==> src/rtl/tmcw_pkg.sv <==
// ============================================================================
// tmcw_pkg: shared types and constants for the text mode console writer
// Field widths, command and register codes, control characters, the
// controller state type and the command/status structs between controller
// and datapath.
// ============================================================================
`default_nettype none

package tmcw_pkg;

  // Default screen geometry.
  localparam int DEF_COLUMNS   = 80;
  localparam int DEF_ROWS      = 25;
  localparam int DEF_TAB_WIDTH = 8;

  // Field widths of the stream payloads.
  localparam int CMD_FW  = 2;
  localparam int CHAR_FW = 8;
  localparam int ADDR_FW = 11;
  localparam int COL_FW  = 7;
  localparam int ROW_FW  = 5;
  localparam int LOC_FW  = 11;
  localparam int DATA_FW = 16;

  localparam int IN_TDATA_W  = 24;
  localparam int OUT_TDATA_W = 40;

  // Bit positions inside in_tdata.
  localparam int CMD_LSB  = 0;
  localparam int CHAR_LSB = CMD_LSB + CMD_FW;
  localparam int ADDR_LSB = CHAR_LSB + CHAR_FW;

  // Configuration port.
  localparam int CFG_IDX_W  = 1;
  localparam int CFG_DATA_W = 4;
  localparam int COLOR_W    = 4;

  localparam logic [CFG_IDX_W-1:0] REG_BACKGROUND = 1'b0;
  localparam logic [CFG_IDX_W-1:0] REG_FOREGROUND = 1'b1;

  localparam logic [COLOR_W-1:0] BG_RESET = 4'h0;
  localparam logic [COLOR_W-1:0] FG_RESET = 4'hF;

  // Command codes.
  localparam logic [CMD_FW-1:0] CMD_PUT   = 2'd0;
  localparam logic [CMD_FW-1:0] CMD_CLEAR = 2'd1;
  localparam logic [CMD_FW-1:0] CMD_READ  = 2'd2;

  // Character codes with special meaning.
  localparam logic [CHAR_FW-1:0] CH_BACKSPACE = 8'h08;
  localparam logic [CHAR_FW-1:0] CH_TAB       = 8'h09;
  localparam logic [CHAR_FW-1:0] CH_LINE_FEED = 8'h0A;
  localparam logic [CHAR_FW-1:0] CH_CR        = 8'h0D;
  localparam logic [CHAR_FW-1:0] CH_SPACE     = 8'h20;

  typedef enum logic [2:0] {
    ST_IDLE,
    ST_PUT,
    ST_SCROLL,
    ST_FILL,
    ST_READ,
    ST_RESP
  } tmcw_state_t;

  // Commands from the controller to the datapath.
  typedef struct packed {
    logic latch_item;   // capture the accepted input item
    logic home_cursor;  // cursor to row 0, column 0
    logic ptr_clear;    // sweep pointer back to cell 0
    logic do_put;       // execute a put-character on the latched byte
    logic copy_step;    // one step of the scroll copy
    logic fill_step;    // write one blank cell at the sweep pointer
    logic read_cell;    // read the latched cell address
    logic load_out;     // load the result register
  } tmcw_ctrl_t;

  // Status from the datapath to the controller.
  typedef struct packed {
    logic scroll_req;   // the put in progress moves past the last row
    logic copy_done;    // the scroll copy reached the last row
    logic fill_done;    // the fill reached the last cell
  } tmcw_stat_t;

endpackage

`default_nettype wire

==> src/rtl/tmcw_ctrl.sv <==
// ============================================================================
// tmcw_ctrl: sequencing controller of the text mode console writer
// Walks each item through put, scroll, fill and read steps and owns the
// input ready and the result valid flag.
// ============================================================================
`default_nettype none

module tmcw_ctrl (
  input  wire logic                          clk,
  input  wire logic                          rst_n,
  input  wire logic                          in_tvalid,
  output logic                               in_tready,
  input  wire logic [tmcw_pkg::CMD_FW-1:0]   in_command,
  output logic                               out_tvalid,
  input  wire logic                          out_tready,
  output tmcw_pkg::tmcw_ctrl_t               ctl,
  input  wire tmcw_pkg::tmcw_stat_t          sts
);
  import tmcw_pkg::*;

  tmcw_state_t state_r, state_nxt;
  logic        out_valid_r, out_valid_nxt;
  logic        slot_free;
  logic        accept;

  function automatic tmcw_state_t dispatch(input logic [CMD_FW-1:0] cmd);
    tmcw_state_t st;
    case (cmd)
      CMD_PUT:   st = ST_PUT;
      CMD_CLEAR: st = ST_FILL;
      CMD_READ:  st = ST_READ;
      default:   st = ST_RESP;
    endcase
    return st;
  endfunction

  assign slot_free  = !out_valid_r || out_tready;
  assign accept     = in_tvalid && in_tready;
  assign out_tvalid = out_valid_r;

  // Next state.
  always_comb begin
    state_nxt = state_r;
    case (state_r)
      ST_IDLE: begin
        if (accept) state_nxt = dispatch(in_command);
      end
      ST_PUT: begin
        state_nxt = sts.scroll_req ? ST_SCROLL : ST_RESP;
      end
      ST_SCROLL: begin
        if (sts.copy_done) state_nxt = ST_FILL;
      end
      ST_FILL: begin
        if (sts.fill_done) state_nxt = ST_RESP;
      end
      ST_READ: begin
        state_nxt = ST_RESP;
      end
      ST_RESP: begin
        if (slot_free) state_nxt = accept ? dispatch(in_command) : ST_IDLE;
      end
      default: begin
        state_nxt = ST_IDLE;
      end
    endcase
  end

  // Outputs.
  always_comb begin
    ctl       = '0;
    in_tready = 1'b0;
    case (state_r)
      ST_IDLE: begin
        in_tready = 1'b1;
      end
      ST_PUT: begin
        ctl.do_put    = 1'b1;
        ctl.ptr_clear = 1'b1;
      end
      ST_SCROLL: begin
        ctl.copy_step = 1'b1;
      end
      ST_FILL: begin
        ctl.fill_step = 1'b1;
      end
      ST_READ: begin
        ctl.read_cell = 1'b1;
      end
      ST_RESP: begin
        ctl.load_out = slot_free;
        in_tready    = slot_free;
      end
      default: begin
        in_tready = 1'b0;
      end
    endcase
    if (in_tvalid && in_tready) begin
      ctl.latch_item  = 1'b1;
      ctl.ptr_clear   = 1'b1;
      ctl.home_cursor = (in_command == CMD_CLEAR);
    end
  end

  always_comb begin
    out_valid_nxt = out_valid_r;
    if (ctl.load_out) begin
      out_valid_nxt = 1'b1;
    end else if (out_tready) begin
      out_valid_nxt = 1'b0;
    end
  end

  always_ff @(posedge clk) begin
    if (!rst_n) begin
      state_r     <= ST_IDLE;
      out_valid_r <= 1'b0;
    end else begin
      state_r     <= state_nxt;
      out_valid_r <= out_valid_nxt;
    end
  end

endmodule

`default_nettype wire

==> config.mk <==
export PLATFORM = sky130hd
export DESIGN_NAME = tmcw_ctrl
export DESIGN_NICKNAME = d
export VERILOG_FILES = /design/src/rtl/tmcw_pkg.sv /design/src/rtl/tmcw_ctrl.sv
export SDC_FILE = /design/constraint.sdc
export NUM_CORES = 1
export LEC_CHECK = 0
export ABC_AREA = 0
export BUFFER_PORTS_ARGS = -buffer_cell sky130_fd_sc_hd__buf_2
export CORE_AREA = 2 2 39 41
export DETAILED_ROUTE_END_ITERATION = 8
export DIE_AREA = 0 0 41 43
export SYNTH_ARGS = -nofsm -noshare
export SYNTH_HDL_FRONTEND = slang
export SYNTH_SLANG_ARGS = --single-unit
export TNS_END_PERCENT = 5
==> constraint.sdc <==
create_clock -name clk -period 2.35 [get_ports clk]
set_input_delay 0.47 -clock clk [delete_from_list [all_inputs] [get_ports clk]]
set_output_delay 0.47 -clock clk [all_outputs]
set_load 0.05 [all_outputs]
==> results of run 1 <==
==> worst max-delay path, stage by stage (launching register included) <==
cell and delay, ns:
sky130_fd_sc_hd__dfxtp_1 0.51, sky130_fd_sc_hd__nand3_1 0.21, sky130_fd_sc_hd__a21oi_4 0.19, sky130_fd_sc_hd__and4b_1 0.20, sky130_fd_sc_hd__buf_2 0.25
==> per-layer routing <==
metal / part of all wire / vias up
li1: - / 247
met2: 0.44 / 22
met4: 0.013 / 0
met5: 0 / -
met1: 0.48 / 216
met3: 0.066 / 2
==> path summary, 6_finish.rpt <==
kind	start	to	slack, ns	depth (start not counted)
worst min register to register	out_tvalid	out_tvalid	0.59	2
worst max-delay path	state_r[0]	ctl[6]	0.29	4
worst min-delay path	rst_n	state_r[0]	0.53	2
worst max register to register	state_r[1]	state_r[0]	0.90	4
==> synth_stat cells (2+ instances only) <==
master | count | area [sq um]
sky130_fd_sc_hd__a21o_1 | 2 | 15.0
sky130_fd_sc_hd__nand3b_1 | 3 | 22.5
sky130_fd_sc_hd__buf_4 | 2 | 15.0
sky130_fd_sc_hd__o21ai_1 | 2 | 10.0
sky130_fd_sc_hd__nor2_1 | 3 | 11.3
sky130_fd_sc_hd__nor2b_1 | 2 | 12.5
sky130_fd_sc_hd__o211ai_1 | 2 | 15.0
sky130_fd_sc_hd__buf_6 | 4 | 45.0
sky130_fd_sc_hd__dfxtp_1 | 4 | 80.1
sky130_fd_sc_hd__nand2b_1 | 4 | 25.0
sky130_fd_sc_hd__nand2_1 | 2 | 7.51
sky130_fd_sc_hd__nor3b_1 | 3 | 22.5
sky130_fd_sc_hd__nand3_1 | 2 | 10.0
sky130_fd_sc_hd__a21oi_1 | 2 | 10.0
sky130_fd_sc_hd__and2_1 | 2 | 12.5
==> kinds of logic after synthesis <==
family          Yosys count  synth area share
buf+inv                   8             0.141
flops                     4             0.164
compound gates           17             0.256
mux                       1            0.0205
simple gates             30             0.418
==> flip-flops by register name (all words and copies together), names as in the netlist <==
signal	flops
state_r	3
out_tvalid	1
==> layout make-up <==
type | instances | area [sq um]
fillers | 143 | 806
multi-input cells | 48 | 347
repair buffers | 20 | 105
flip-flops and latches | 4 | 80.1
clock buffers | 3 | 22.5
well taps | 16 | 20.0
inverters | 1 | 3.75
==> per-stage QoR <==
stage / cells / instance area, sq um / hold WS, ns
after floorplan: 60 / 495 / 0.618
after CTS: 92 / 578 / 0.526
final: 92 / 578 / 0.528
after detailed placement: 89 / 556 / 0.573
after global placement: 89 / 556 / 0.572
after global routing: 92 / 578 / 0.535
==> results.toml, run 1 <==
[grt]
grtUsageMet2 = 0.153
grt_antenna_before_repair = 0
grt_pass1_wl_mm = 1.55
globalRouteTotalUtil = 0.133
grt_max_degree = 20
grt_pass1_vias = 401
groute.layer.met3.usage = 0.0314
grt.met1_usage = 0.184
global_route_total_overflow = 0
global_route.peak_usage_layer = "met1"

[run_status]
status = "complete, no violations"

[sta]
finalClockSkew_ns = 0.000539
period_share = 0.877
finalWorstSetupSlack_ns = 0.289
report.final.setup_viol = 0
timing.setup.tns_ns = 0
tightestPinTransition_ns = 0.633
final-max-slew-violation-count = 0
slew_headroom = 0.578
timing_hold_violations_final = 0
maxClockFrequency_mhz = 485
unrepaired_setup_endpoints_after_global_routing = "no"
min_period_ns = 2.06

[yosys]
synthesis.area_sq_um = 488
synth.ff_latch_count = 4
async_reset_ff_frac = 0
synth-seq-area-share = 0.164
syn_area_per_cell_sq_um = 8.13
synth.lib_cells_used.distinct = 36
post_synth_inst_count = 60
synth_ff_type = "sky130_fd_sc_hd__dfxtp_1"
yosysWarningCount = 0
synth_enable_flop_cells = 0
synth.net_count = 69

[flow_run]
drv_cap = 0

[worst_setup_path]
timing.setup.critical_path_class = "reg -> out"
critical_path.startpoint_type = "register"
crit_fanout = 10
critical_path_required_ns = 1.88
worst_setup_path_end_kind = "output pin"
cp.arrival_ns = 1.59

[routing]
detail_route.wl_per_cell_microns = 11.3
vias_per_cell = 5.29
postRouteWirelength_mm = 1.04
drt_first_pass_iters = 4
dr_total_vias = 487
dr.first_iter.drc_count = 8
post-route-drc-count = 0
final_antenna_net_count = 0

[finish]
nets = 87
drive_gt1_frac = 0.368
antenna_cells_inserted = 0
area_growth_pct = 18.5
layout_common_cells = "18 x sky130_fd_sc_hd__buf_2, 4 x sky130_fd_sc_hd__nand2b_1, 4 x sky130_fd_sc_hd__dfxtp_1"
finish.utilization = 0.418
final_common_cell = "sky130_fd_sc_hd__buf_2"

[cts]
cts_setup_buffers = 0
cts.path.max_buffers = 2
cts_buffers = 3
hold_fix_buffer_count_after_cts = 0
post_cts.resized_instances = 0
clk_root_buffer_cell = "sky130_fd_sc_hd__clkbuf_4"
clock_latency_ns = 0.23
ctsHtreeMaxLevel = 1
cts_tree = "yes"
clkSlewWorstSetupHoldPaths_ns = 0.04
cts.sinks = 4

[placed_design]
dpl.hpwl_microns = 788
placement.io_buffers = 18
routabilityCongestion = 0.785
pre_cts_ws_ns = 0.373

[min_path]
hold_class = "in -> reg"

[die]
initial_utilization = 0.353
num_rows = 14
die_boundary_width_microns = 41
fp.dieH_microns = 43
floorplan.die_area_sq_um = 1760
top_level_ports = 19
core_region_area_sq_um = 1380
Power of run 1 is not shown: default switching activity piles up to over one toggle a cycle in this logic, so the estimate is an artifact.
==> inputs of run 2 (changes only) <==
Settings changed: BUFFER_PORTS_ARGS -buffer_cell sky130_fd_sc_hd__buf_2 to default, DONT_BUFFER_PORTS from default to 1, HOLD_SLACK_MARGIN from default to 0.02.
Clock period 2.35 ns to 1.9 ns, I/O delays scaled along.
==> run 2 against run 1 <==
Routed wire length rose by 1.5%. Register-to-register slack worse by 0.30 ns. Count of clock-buffer cells in the layout is the same. Flip-flop and latch count unchanged. Critical path type unchanged. Global-route usage is 1.1 points higher. Critical endpoint unchanged. Via count decreased by 6.8%. Highest routed layer unchanged. Non-clock buffer count decreased by 9. Worst setup slack worse by 0.19 ns. Utilization grew 1.9 points. Final cell count down 9.8%. Clock skew grew 0.0023 ns. Sequential share of layout area fell by 0.19 points.
==> results.toml, run 2 (same netlist as run 1, synthesis figures left out) <==
[run_status]
status = "complete, no violations"

[die]
die_boundary_width_microns = 41
core_region_area_sq_um = 1380
floorplan.die_area_sq_um = 1760
initial_utilization = 0.353
fp.dieH_microns = 43
top_level_ports = 19
num_rows = 14

[sta]
min_period_ns = 1.80
timing.setup.tns_ns = 0
timing_hold_violations_final = 0
report.final.setup_viol = 0
maxClockFrequency_mhz = 556
slew_headroom = 0.722
period_share = 0.947
finalWorstSetupSlack_ns = 0.100
finalClockSkew_ns = 0.00288
tightestPinTransition_ns = 0.417
unrepaired_setup_endpoints_after_global_routing = "no"
worst_case_hold_slack_ns = 0.287
final-max-slew-violation-count = 0

[worst_setup_path]
critical_path_required_ns = 1.52
cp.arrival_ns = 1.42
cpPeakStageDelay_ns = 0.34
reg2reg_slack_ns = 0.60
crit_chain = "or2_1, a21oi_4, and4b_2, buf_12"
worst_setup_path_end_kind = "output pin"
critical_path.startpoint_type = "register"
worstReg2RegStart = "out_tvalid"
rr_worst_depth = 5
regToRegEndpoint = "state_r[1]"
crit_fanout = 6
timing.setup.critical_path_class = "reg -> out"
timing.critical_path.slowest_stage_cell = "sky130_fd_sc_hd__dfxtp_1"

[routing]
drt_first_pass_iters = 4
detail_route.wl_per_cell_microns = 12.7
dr_total_vias = 454
vias_per_cell = 5.47
final_antenna_net_count = 0
post-route-drc-count = 0
postRouteWirelength_mm = 1.06
dr.first_iter.drc_count = 13

[grt]
grt_antenna_before_repair = 0
grt_pass1_vias = 403
globalRouteTotalUtil = 0.143
grt_max_degree = 20
grt_pass1_wl_mm = 1.71
global_route_total_overflow = 0

[finish]
final_common_cell = "sky130_fd_sc_hd__buf_4"
drive_gt1_frac = 0.358
max_flop_register = "state_r"
flip_flop_count_of_the_largest_register_after_layout = 3
layoutNonFillerInstCount = 83
area_growth_pct = 23.8
nets = 78
antenna_cells_inserted = 0
layout_common_cells = "8 x sky130_fd_sc_hd__buf_4, 4 x sky130_fd_sc_hd__nand2b_1"

[placed_design]
place_inst = 80
dpl.hpwl_microns = 817
routabilityCongestion = 0.832
pre_cts_ws_ns = 0.276
placement.io_buffers = 0

[cts]
clock_latency_ns = 0.24
ctsHtreeMaxLevel = 1
clkSlewWorstSetupHoldPaths_ns = 0.04
clk_root_buffer_cell = "sky130_fd_sc_hd__clkbuf_4"
cts_tree = "yes"
cts.sinks = 4
cts_buffers = 3
cts.path.max_buffers = 2
hold_fix_buffer_count_after_cts = 0

[flow_run]
drv_cap = 0

[min_path]
min_to = "state_r[0]"
timing.hold.worst.start = "rst_n"
min_path_cells = 1
hold_class = "in -> reg"
run 2: worst max-delay path: cells and delay by family (launching register included):
| family | cells | cell delay (ns) |
|---|---|---|
| flops | 1 | 0.34 |
| buf+inv | 1 | 0.14 |
| compound gates | 1 | 0.18 |
| simple gates | 2 | 0.53 |
run 2: cell type report:
cell class	instances	area, sq um
well taps	16	20.0
multi-input cells	48	355
inverters	1	3.75
clock buffers	3	22.5
fillers	137	779
repair buffers	11	120
flip-flops and latches	4	82.6
run 2: metal layers:
| layer | up-vias | track usage | wire length [microns] |
|---|---|---|---|
| li1 | 231 | - | - |
| met1 | 202 | 0.208 | 494 |
| met2 | 19 | 0.163 | 470 |
| met3 | 2 | 0.0262 | 84 |
| met4 | 0 | 0.140 | 8 |
| met5 | - | 0 | 0 |
run 2: through the flow:
stage / area [sq um] / util
finish: 604 / 0.437
floorplan: 504 / -
detailed placement: 579 / 0.419
global route: 604 / 0.437
global placement: 579 / 0.419
CTS: 602 / 0.435
run 2: how the worst max path moves through the flow:
stage                           from  endpoint  slack [ns]  depth (start not counted)
after floorplan           out_tvalid    ctl[6]       -0.14                          4
after global placement    out_tready    ctl[6]        0.31                          5
after detailed placement  out_tready    ctl[6]        0.28                          5
after CTS                 state_r[1]    ctl[2]        0.04                          2
after global routing      state_r[2]    ctl[6]        0.02                          4
final                     state_r[2]    ctl[6]        0.10                          4
run 2: what timing repair did:
item | 4_1_cts | 5_1_grt
setup endpoints to repair | 0 | 3
buffers inserted | 0 | 0
endpoints found under the hold margin | 0 | 0
gates resized for setup | 0 | 2
Power of run 2 is left out for the same reason.
